## src/design/stag_pkg.sv

```systemverilog
package stag_pkg;

   localparam int IN_DATA_W  = 56;
   localparam int OUT_DATA_W = 48;
   localparam int CSR_IDX_W  = 2;
   localparam int CSR_DATA_W = 10;

   localparam logic [CSR_IDX_W-1:0] CSR_SCREEN_FLIP    = 2'd0;
   localparam logic [CSR_IDX_W-1:0] CSR_PALETTE_UPPER  = 2'd1;
   localparam logic [CSR_IDX_W-1:0] CSR_MIRROR_LIMIT_X = 2'd2;
   localparam logic [CSR_IDX_W-1:0] CSR_MIRROR_LIMIT_Y = 2'd3;

   localparam logic [9:0] MIRROR_LIMIT_X_RESET = 10'd248;
   localparam logic [9:0] MIRROR_LIMIT_Y_RESET = 10'd216;

   localparam logic [1:0] SIZE_2X2  = 2'd0;
   localparam logic [1:0] SIZE_4X4  = 2'd1;
   localparam logic [1:0] SIZE_2X32 = 2'd2;
   localparam logic [1:0] SIZE_4X32 = 2'd3;

   localparam logic [8:0] YBASE_SMALL = 9'h100;
   localparam logic [8:0] YBASE_2X32  = 9'h130;
   localparam logic [8:0] YBASE_4X32  = 9'h120;

   localparam logic [8:0] HEIGHT_PX_2  = 9'd16;
   localparam logic [8:0] HEIGHT_PX_4  = 9'd32;
   localparam logic [8:0] HEIGHT_PX_32 = 9'd256;

   localparam logic signed [11:0] SCREEN_X_MAX = 12'sd1023;
   localparam logic [4:0]         COLOR_OFFSET_BANK = 5'd16;

   typedef struct packed {
      logic              present;
      logic [4:0]        page;
      logic [4:0]        col_part;
      logic [4:0]        row_part;
      logic signed [9:0] pos_x;
      logic [7:0]        pos_y;
      logic              sprite_flip;
      logic [3:0]        code_bank;
   } decode_type;

   typedef struct packed {
      logic               present;
      logic [14:0]        tile_address;
      logic signed [11:0] pos_x;
      logic signed [10:0] pos_y;
      logic               toggle_flip_x;
      logic               toggle_flip_y;
      logic [3:0]         code_bank;
      logic [4:0]         color_offset;
   } mirror_type;

endpackage

```

## src/design/sprite_tile_address_generator_unit.sv

```systemverilog
// Registered stages, in order: decode, mirror, clamp; the clamp register drives rsp_tvalid.
// Throughput: one item per cycle; each stage advances when the one after it is free,
// and the output register takes a new item in the cycle its old item is taken.
// Reset (synchronous, active high) empties all stages and loads the register defaults:
// screen flip 0, upper palette 0, mirror limits 248 and 216.
module sprite_tile_address_generator_unit (
   input  logic                                 clock,
   input  logic                                 reset,
   input  logic                                 req_tvalid,
   output logic                                 req_tready,
   // sprite_word_pos_y, sprite_word_pos_x, sprite_word_size, tile_row, tile_col
   input  logic [stag_pkg::IN_DATA_W-1:0]       req_tdata,
   output logic                                 rsp_tvalid,
   input  logic                                 rsp_tready,
   // tile_address, screen_x, screen_y, toggle_flip_x, toggle_flip_y, code_bank,
   // color_offset
   output logic [stag_pkg::OUT_DATA_W-1:0]      rsp_tdata,
   // tile_present
   output logic                                 rsp_tuser,
   input  logic                                 csr_valid,
   output logic                                 csr_ready,
   input  logic [stag_pkg::CSR_IDX_W-1:0]       csr_index,
   input  logic [stag_pkg::CSR_DATA_W-1:0]      csr_data
);

   logic       screen_flip_ff;
   logic       palette_upper_ff;
   logic [9:0] limit_x_ff;
   logic [9:0] limit_y_ff;

   logic                   s1_valid_ff, s2_valid_ff, s3_valid_ff;
   logic                   s1_ready, s2_ready, s3_ready;
   stag_pkg::decode_type   s1_ff, s1_in;
   stag_pkg::mirror_type   s2_ff, s2_in;
   logic [stag_pkg::OUT_DATA_W-1:0] s3_data_ff, s3_data_in;
   logic                   s3_present_ff, s3_present_in;

   logic [15:0] word_y, word_x, word_size;
   logic [4:0]  row;
   logic [1:0]  col;
   logic [1:0]  size_code;
   logic        wide, tall, present;
   logic [8:0]  ybase, height_px;
   logic [7:0]  y_offset;
   logic        sprite_flip;
   logic [1:0]  tx;
   logic [4:0]  src_col;

   logic signed [10:0] clamp_x;

   assign csr_ready = 1'b1;

   always_ff @(posedge clock) begin
      if (reset) begin
         screen_flip_ff   <= 1'b0;
         palette_upper_ff <= 1'b0;
         limit_x_ff       <= stag_pkg::MIRROR_LIMIT_X_RESET;
         limit_y_ff       <= stag_pkg::MIRROR_LIMIT_Y_RESET;
      end else if (csr_valid) begin
         case (csr_index)
            stag_pkg::CSR_SCREEN_FLIP:    screen_flip_ff   <= csr_data[0];
            stag_pkg::CSR_PALETTE_UPPER:  palette_upper_ff <= csr_data[0];
            stag_pkg::CSR_MIRROR_LIMIT_X: limit_x_ff       <= csr_data;
            stag_pkg::CSR_MIRROR_LIMIT_Y: limit_y_ff       <= csr_data;
            default: ;
         endcase
      end
   end

   assign s3_ready   = !s3_valid_ff || rsp_tready;
   assign s2_ready   = !s2_valid_ff || s3_ready;
   assign s1_ready   = !s1_valid_ff || s2_ready;
   assign req_tready = s1_ready;

   // decode
   always_comb begin
      word_y    = req_tdata[15:0];
      word_x    = req_tdata[31:16];
      word_size = req_tdata[47:32];
      row       = req_tdata[52:48];
      col       = req_tdata[54:53];
      size_code = word_size[7:6];
      wide      = size_code[0];
      tall      = size_code[1];
      case (size_code)
         stag_pkg::SIZE_2X2: begin
            ybase     = stag_pkg::YBASE_SMALL;
            height_px = stag_pkg::HEIGHT_PX_2;
         end
         stag_pkg::SIZE_4X4: begin
            ybase     = stag_pkg::YBASE_SMALL;
            height_px = stag_pkg::HEIGHT_PX_4;
         end
         stag_pkg::SIZE_2X32: begin
            ybase     = stag_pkg::YBASE_2X32;
            height_px = stag_pkg::HEIGHT_PX_32;
         end
         default: begin
            ybase     = stag_pkg::YBASE_4X32;
            height_px = stag_pkg::HEIGHT_PX_32;
         end
      endcase
      y_offset = ybase[7:0] - height_px[7:0];
      present  = (wide || !col[1])
               && (tall || (wide ? (row[4:2] == 3'd0) : (row[4:1] == 4'd0)));
      sprite_flip = wide & word_y[8];
      tx          = sprite_flip ? ~col : col;
      src_col     = {word_y[11:9], word_y[8] & ~wide, 1'b0};

      s1_in.present     = present;
      s1_in.page        = {word_x[9], word_y[15:12]};
      s1_in.col_part    = src_col + {3'b000, tx};
      s1_in.row_part    = {word_size[3:0], 1'b0} + row;
      s1_in.pos_x       = $signed({word_x[8], word_x[8:0]}) + $signed({3'b000, col, 3'b000});
      s1_in.pos_y       = y_offset - word_y[7:0] + {row, 3'b000};
      s1_in.sprite_flip = sprite_flip;
      s1_in.code_bank   = word_x[15:12];
   end

   // mirror
   always_comb begin
      s2_in.present       = s1_ff.present;
      s2_in.tile_address  = {s1_ff.page, s1_ff.col_part, s1_ff.row_part};
      s2_in.pos_x         = screen_flip_ff
                          ? $signed({2'b00, limit_x_ff}) - 12'(s1_ff.pos_x)
                          : 12'(s1_ff.pos_x);
      s2_in.pos_y         = screen_flip_ff
                          ? $signed({1'b0, limit_y_ff}) - $signed({3'b000, s1_ff.pos_y})
                          : $signed({3'b000, s1_ff.pos_y});
      s2_in.toggle_flip_x = s1_ff.sprite_flip ^ screen_flip_ff;
      s2_in.toggle_flip_y = screen_flip_ff;
      s2_in.code_bank     = s1_ff.code_bank;
      s2_in.color_offset  = palette_upper_ff ? stag_pkg::COLOR_OFFSET_BANK : 5'd0;
   end

   // clamp and zero tiles outside the sprite
   always_comb begin
      clamp_x = (s2_ff.pos_x > stag_pkg::SCREEN_X_MAX)
              ? 11'(stag_pkg::SCREEN_X_MAX) : s2_ff.pos_x[10:0];
      s3_present_in = s2_ff.present;
      if (s2_ff.present) begin
         s3_data_in = {s2_ff.color_offset, s2_ff.code_bank, s2_ff.toggle_flip_y,
                       s2_ff.toggle_flip_x, s2_ff.pos_y, clamp_x, s2_ff.tile_address};
      end else begin
         s3_data_in = '0;
      end
   end

   always_ff @(posedge clock) begin
      if (reset) begin
         s1_valid_ff <= 1'b0;
         s2_valid_ff <= 1'b0;
         s3_valid_ff <= 1'b0;
      end else begin
         if (s1_ready) s1_valid_ff <= req_tvalid;
         if (s2_ready) s2_valid_ff <= s1_valid_ff;
         if (s3_ready) s3_valid_ff <= s2_valid_ff;
      end
   end

   always_ff @(posedge clock) begin
      if (s1_ready && req_tvalid) s1_ff <= s1_in;
      if (s2_ready && s1_valid_ff) s2_ff <= s2_in;
      if (s3_ready && s2_valid_ff) begin
         s3_data_ff    <= s3_data_in;
         s3_present_ff <= s3_present_in;
      end
   end

   assign rsp_tvalid = s3_valid_ff;
   assign rsp_tdata  = s3_data_ff;
   assign rsp_tuser  = s3_present_ff;

endmodule

```

## config.mk

```make
export PLATFORM = sky130hd
export DESIGN_NAME = sprite_tile_address_generator_unit
export DESIGN_NICKNAME = d
export VERILOG_FILES = /design/src/design/stag_pkg.sv /design/src/design/sprite_tile_address_generator_unit.sv
export SDC_FILE = /design/constraint.sdc
export NUM_CORES = 1
export LEC_CHECK = 0
export BUFFER_PORTS_ARGS = -buffer_cell sky130_fd_sc_hd__buf_2
export CORE_AREA = 2 2 115 117
export CTS_CLUSTER_DIAMETER = 40
export DETAILED_ROUTE_END_ITERATION = 12
export DIE_AREA = 0 0 117 119
export PLACE_DENSITY = 0.85
export SLEW_MARGIN = 0
export SYNTH_ARGS = -nofsm -noshare
export SYNTH_HDL_FRONTEND = slang
export SYNTH_SLANG_ARGS = --single-unit
```

## constraint.sdc

```tcl
create_clock -name clock -period 14.3 [get_ports clock]
set_clock_uncertainty 0.1 [all_clocks]
set_input_delay 2.86 -clock clock [delete_from_list [all_inputs] [get_ports clock]]
set_output_delay 2.86 -clock clock [all_outputs]
set_load 0.01 [all_outputs]
```

==> summary.md, run 1 <==
| Metric | Value |
|---|---|
| Placed cells | approximately 820 |
| Fin crit period | 6.877 ns |
| Vias in the first global route | around 4400 |
| Total GRT Usage | between 10% and 20% |
| Final Hold Vio Count | 0 |
| Critical Path Source Type | primary input |
| Total Neg Setup Slack | 0 ns |
| Clock sinks | 155 |
| Area leader, netlist | edfxtp_1 |
| Die width | roughly 120 µm |
| Initial Util | between 50% and 60% |
| Vias post-DR | 4421 |
| Fin Hold WS | 0.3181 ns |
| Clock Pin Slew Worst Setup and Hold Paths | 0.06 ns |
| # Post-CTS Setup Buffers | 0 |
| Routed wire per std cell | about 15 µm |
| Fmax | about 150 MHz |
| Filler cell count | 913 |
| Clock latency at the later pin of the worst-skew pair | ~0.4 ns |
| Final ANT Viol Nets | 0 |
| Worst endpoint required time | approximately 11 ns |
| FF/Latch Area | ~4400 µm² |
| Synth top area share | a little under three fifths |
| Cell Count, Final, Fillers Out | ~860 |
| Main flop type after synthesis | edfxtp_1 |
| Total power | between 1 and 1.5 mW |
| Port bufs | between 100 and 150 |
| Drt first-iter violations | 259 |
| Distinct cell type count of the synthesized netlist | 52 |
| Arrival @ worst endpoint | between 3 and 4 ns |
| First-pass GRT wire length | around 21 mm |
| Vias per cell | 5.171 |
| Grt ovf | 0 |
| Die area | between 10000 and 15000 µm² |
| Nets@finish | roughly 780 |
| Slew @ Worst Pin | 1.143 ns |
| Leak Pwr | 3.419 nW |
| Run status | complete, no violations |
| FF+latch count, synth | 155 |
| CP Max Fanout | 6 |
| DPL Wire Length | 9.364 mm |
| Initial antenna violation count | 0 |
| Core Region | 12870 µm² |
| DRC Markers | 0 |
| Cells after synthesis | 554 |
| Die height | 119 µm |
| Final slew viol count | 0 |
| Root buf cell | clkbuf_16 |
| Syn_area_per_cell | roughly 13 µm² |
| Area delta synth->final | 18.73% |
| Num CTS Buffers | 17 |
| Worst vdd ir | between 80 and 90 µV |
| RSZ-0062 raised after global routing | no |
| First-pass DRT Iterations | 6 |
| Yosys warns | 0 |
| CP Capture Type | output pin |
| Final core occ | 65.05% |
| Async SR Flop Fraction | 0% |
| Largest net degree at the start of global routing | 47 |
| Clock Path Buffers | 2 |
| Number of synthesized flops with an enable pin | between 100 and 150 |
| Row Count | 42 |
| Drt total wl | about 13 mm |
| Post-CTS Hold Fix Bufs | 0 |
| Share of layout cells above drive strength 1 | 21.94% |
| Multi-input logic area | 2420 µm² |
| Synth area leaders | edfxtp_1 (55%), dfxtp_1 (7.1%), ha_1 (6.0%), nand2_1 (3.4%), and2_1 (3.0%) |
| Syn Std Cell Area | around 7000 µm² |
| Setup CP Type | in2out |
| Fin crit share | approximately half |
| Max-slew headroom | between 20% and 30% |
| Most frequent cells in the layout | edfxtp_1 (130), buf_2 (106), nand2_1 (63) |
| Pwr Density | approximately 140 nW/µm² |
| CTS tree | done |
| Gpl congestion | 0.8311 |
| Hold WC Path Type | reg2reg |
| Max-cap violations | 0 |
| H-tree depth | 4 |
| Ports | ~130 |
| Endpoints failing setup | 0 |
| Sequential element share of the synthesized area | approximately 62% |
| Most common cell after layout, fill and taps aside | edfxtp_1 |
| # diodes | 0 |
| CTS resizes | 0 |
## critical path, stage by stage
cell     delay (ns)
buf_2          0.10
nor2b_1        0.58
nand3_1        0.19
buf_2          0.18
## synth_stat cells (4+ instances only)
master    count
and2_1       34
ha_1         34
nand2b_1      6
nor2b_1       9
xor2_1        8
a21oi_1      27
nand3_1       8
nor3_1        4
fa_1          8
edfxtp_1    130
o21a_1       12
inv_1        47
dfxtp_1      25
mux2i_1      12
nand3b_1     11
nor2_1       20
clkbuf_1     12
nand2_1      63
o21ai_0       9
xnor2_1      20
buf_4         5
a21o_1        7
## report_power, final
part           leakage, nW  total, mW  switching, mW  internal, mW
sequential            1.44      0.539         0.0117         0.527
clock                0.283      0.447          0.173         0.274
combinational         1.69      0.159         0.0898        0.0693
total                 3.42       1.14          0.274         0.871
## path summary, 6_finish.rpt
kind,startpoint,end,slack (ns),cells after the start
worst max-delay path,rsp_tready,req_tready,7.42,4
worst min-delay path,s1_ff[28],s2_ff[39],0.32,0
worst max register to register,s1_ff[5],s2_ff[21],11.94,7
worst min register to register,s1_ff[28],s2_ff[39],0.32,0
## sequential cells by signal (all words and copies together) (netlist names), 10 cells and up
| register | cells |
|---|---|
| s2_ff | 45 |
| rsp_tdata | 44 |
| s1_ff | 39 |
| limit_x_ff | 10 |
| limit_y_ff | 10 |
## cell type report
| class | count | area share [%] |
|---|---|---|
| sequential | 155 | 52.58 |
| multi-input combinational | 336 | 28.89 |
| timing repair buffer | 110 | 6.693 |
| clock buffer | 17 | 5.079 |
| tap | 176 | 2.629 |
| inverter | 47 | 2.106 |
| clock inverter | 14 | 2.017 |
## metal layers
metal,vias up,wire (µm),global-route usage [%]
met3,18,595,4.377
li1,2157,-,-
met2,134,6730,33.24
met5,-,0,0
met1,2112,5565,24.76
met4,0,285,8.456
## kinds of logic (layout without fill, tap and decap cells)
logic type,after synthesis,count (layout),share of synthesized area (%)
AND/OR/NAND/NOR,163,163,11.67
flip-flops,155,155,62.43
AO/OA/AOI/OAI,83,83,7.928
buffers and inverters,66,188,3.902
adder cells (fa/ha/maj),42,42,8.301
XOR/XNOR,28,28,3.476
multiplexers,15,15,2.182
other,2,5,0.1065
## per-stage QoR
step                      setup WS (ns)  instance area (µm²)
after floorplan                   7.353                 7066
after global placement            7.483                 7781
after detailed placement          7.437                 7781
after CTS                         7.431                 8376
after global routing              7.380                 8376
final                             7.423                 8376
No activity file was read; power rests on OpenSTA's default activity.
==> run 2: changes to the inputs <==
CORE_AREA = 2 2 121 123   (was 2 2 115 117)
DIE_AREA = 0 0 123 125   (was 0 0 117 119)
PLACE_DENSITY = 0.81   (was 0.85)
clock period = 6 ns   (was 14.3 ns; I/O delays follow)
==> run 2 against run 1 <==
Effect of this change: wire length is 1.3% lower; largest cell class unchanged; highest routed layer unchanged; first-iteration DRC count is 17% lower; via count is 1.4% lower; critical path depth stayed put; largest power group unchanged; global-route usage is 1.8 points lower; die area is 10% higher; critical path type unchanged.
==> summary.md, run 2 (synthesis results as in run 1) <==
| Metric | Value |
|---|---|
| Run status | complete, no violations (unchanged) |
| Share of layout cells above drive strength 1 | 22.50% (was 21.94%) |
| Die height | 125 µm (was 119 µm) |
| Most frequent cells in the layout | edfxtp_1 (130), buf_2 (106), nand2_1 (63) (unchanged) |
| Endpoints failing setup | 0 (unchanged) |
| R2R Setup Slk | 3.69 ns (was 11.94 ns) |
| Pwr Density | 330.4 nW/µm² (was 136.7 nW/µm²) |
| Nets@finish | 782 (unchanged) |
| Routed wire per std cell | 15.05 µm (was 15.41 µm) |
| Max-slew headroom | 19.79% (was 23.82%) |
| Hold EP | s2_ff[37] (was s2_ff[39]) |
| Slew @ Worst Pin | 1.203 ns (was 1.143 ns) |
| Fmax | 281.9 MHz |
| Arrival @ worst endpoint | 2.25 ns (was 3.92 ns) |
| Final ANT Viol Nets | 0 (unchanged) |
| Post-CTS Hold Fix Bufs | 0 (unchanged) |
| Vias post-DR | 4361 (was 4421) |
| # diodes | 0 (unchanged) |
| CP Max Fanout | 6 (unchanged) |
| # Post-CTS Setup Buffers | 0 (unchanged) |
| Fin crit share | 59.12% |
| Critical Path Source Type | primary input (unchanged) |
| Clock Pin Slew Worst Setup and Hold Paths | 0.06 ns (about the same) |
| Largest Register | s2_ff (unchanged) |
| Clock Path Buffers | 2 (unchanged) |
| Clock latency at the later pin of the worst-skew pair | 0.42 ns (was 0.41 ns) |
| CTS tree | done (unchanged) |
| Final slew viol count | 0 (unchanged) |
| Largest net degree at the start of global routing | 47 (unchanged) |
| Ports | 125 (unchanged) |
| Filler cell count | 1157 (was 913) |
| Worst vdd ir | 206.2 µV (was 85.73 µV) |
| Worst path max stage delay | 0.58 ns (about the same) |
| Drt total wl | 13.01 mm (was 13.18 mm) |
| Initial antenna violation count | 0 (unchanged) |
| Initial Util | 49.67% (was 54.79%) |
| Area delta synth->final | 19.32% (was 18.73%) |
| Grt ovf | 0 (unchanged) |
| DRC Markers | 0 (unchanged) |
| Max FFs per register | 45 (unchanged) |
| Die area | 15380 µm² (was 13920 µm²) |
| Core Region | 14200 µm² (was 12870 µm²) |
| Row Count | 44 (was 42) |
| Top delay family on crit path | simple AND/OR/NAND/NOR gates (unchanged) |
| Hold Path Stages | 0 (unchanged) |
| Vias per cell | 5.047 (was 5.171) |
| Clock sinks | 155 (unchanged) |
| Total Neg Setup Slack | 0 ns (unchanged) |
| RSZ-0062 raised after global routing | no (unchanged) |
| First-pass DRT Iterations | 4 (was 6) |
| Hold WC Path Type | reg2reg (unchanged) |
| Root buf cell | clkbuf_16 (unchanged) |
| Gpl congestion | 0.8750 (was 0.8311) |
| Reg2reg path depth | 7 (unchanged) |
| Setup CP Type | in2out (unchanged) |
| H-tree depth | 4 (unchanged) |
| Critical path cell sequence | buf_2, nor2b_1, nand3_1, buf_2 (unchanged) |
| Worst endpoint required time | 4.70 ns (was 11.34 ns) |
| Final Hold Vio Count | 0 (unchanged) |
| Most common cell after layout, fill and taps aside | edfxtp_1 (unchanged) |
| Port bufs | 106 (unchanged) |
| Worst r2r src | s1_ff[5] (unchanged) |
| Worst r2r dst | s2_ff[21] (unchanged) |
| First-pass GRT wire length | 20.93 mm (was 20.87 mm) |
| CTS resizes | 0 (unchanged) |
| Total GRT Usage | 18.05% (was 19.87%) |
| Leak Pwr | 3.443 nW (was 3.419 nW) |
| Num CTS Buffers | 17 (unchanged) |
| Drt first-iter violations | 215 (was 259) |
| Slowest cell on crit path | nor2b_1 (unchanged) |
| Vias in the first global route | 4299 (was 4409) |
| Fin crit period | roughly 3.5 ns |
| Hold wc startpoint | s1_ff[26] (was s1_ff[28]) |
| Buf/Inv on CP | 2 (unchanged) |
| Most common cell on crit path | buf_2 (unchanged) |
| CP Capture Type | output pin (unchanged) |
| Max-cap violations | 0 (unchanged) |
| Final core occ | 59.26% (was 65.05%) |
| Die width | 123 µm (was 117 µm) |
| DPL Wire Length | 9.191 mm (was 9.364 mm) |
[run 2: area by class of cell]
cell class / instances / area, µm² / share of cell area, %
Inverter: 47 / 176.4 / 2.096
Clock inverter: 15 / 200.2 / 2.378
Tap cell: 184 / 230.2 / 2.735
Timing Repair Buffer: 110 / 560.5 / 6.660
Clock buffer: 17 / 425.4 / 5.054
Multi-Input combinational cell: 336 / 2420 / 28.75
Sequential cell: 155 / 4404 / 52.33
[run 2: metal layers]
layer	up-vias	track usage (%)	share of wire (%)	wire (µm)
met3	31	3.923	5.0	653
met2	115	29.80	50	6441
li1	2165	-	-	-
met4	0	9.291	3.2	418
met1	2050	22.16	42	5492
met5	-	0	0	0
[run 2: worst max-delay path by stage]
stage                             start    endpoint  slack, ns  cells after the start
after global placement    req_tdata[38]   s1_ff[12]       2.35                     10
after floorplan              rsp_tready   s2_ff[10]       0.71                      2
after detailed placement  req_tdata[38]   s1_ff[12]       2.21                      9
after CTS                    rsp_tready  req_tready       2.45                      4
after global routing         rsp_tready  req_tready       2.30                      4
final                        rsp_tready  req_tready       2.45                      4
[run 2: power breakdown]
part / leakage (nW) / switching [mW] / internal (mW)
clock network: 0.307 / 0.449 / 0.672
logic: 1.69 / 0.210 / 0.165
registers: 1.44 / 0.0290 / 1.26
total: 3.44 / 0.688 / 2.09
[run 2: stage by stage]
step                      setup WS [ns]  power (mW)  cell area [µm²]  std cells  hold WS [ns]
after floorplan                  0.7128       1.573             7066        557        0.3003
after global placement            2.353       1.658             7791        832        0.3008
after detailed placement          2.209       1.679             7791        832        0.3054
after CTS                         2.448       2.801             8417        864        0.3210
after global routing              2.299       2.894             8417        864        0.3287
final                             2.453       2.781             8417        864        0.3190
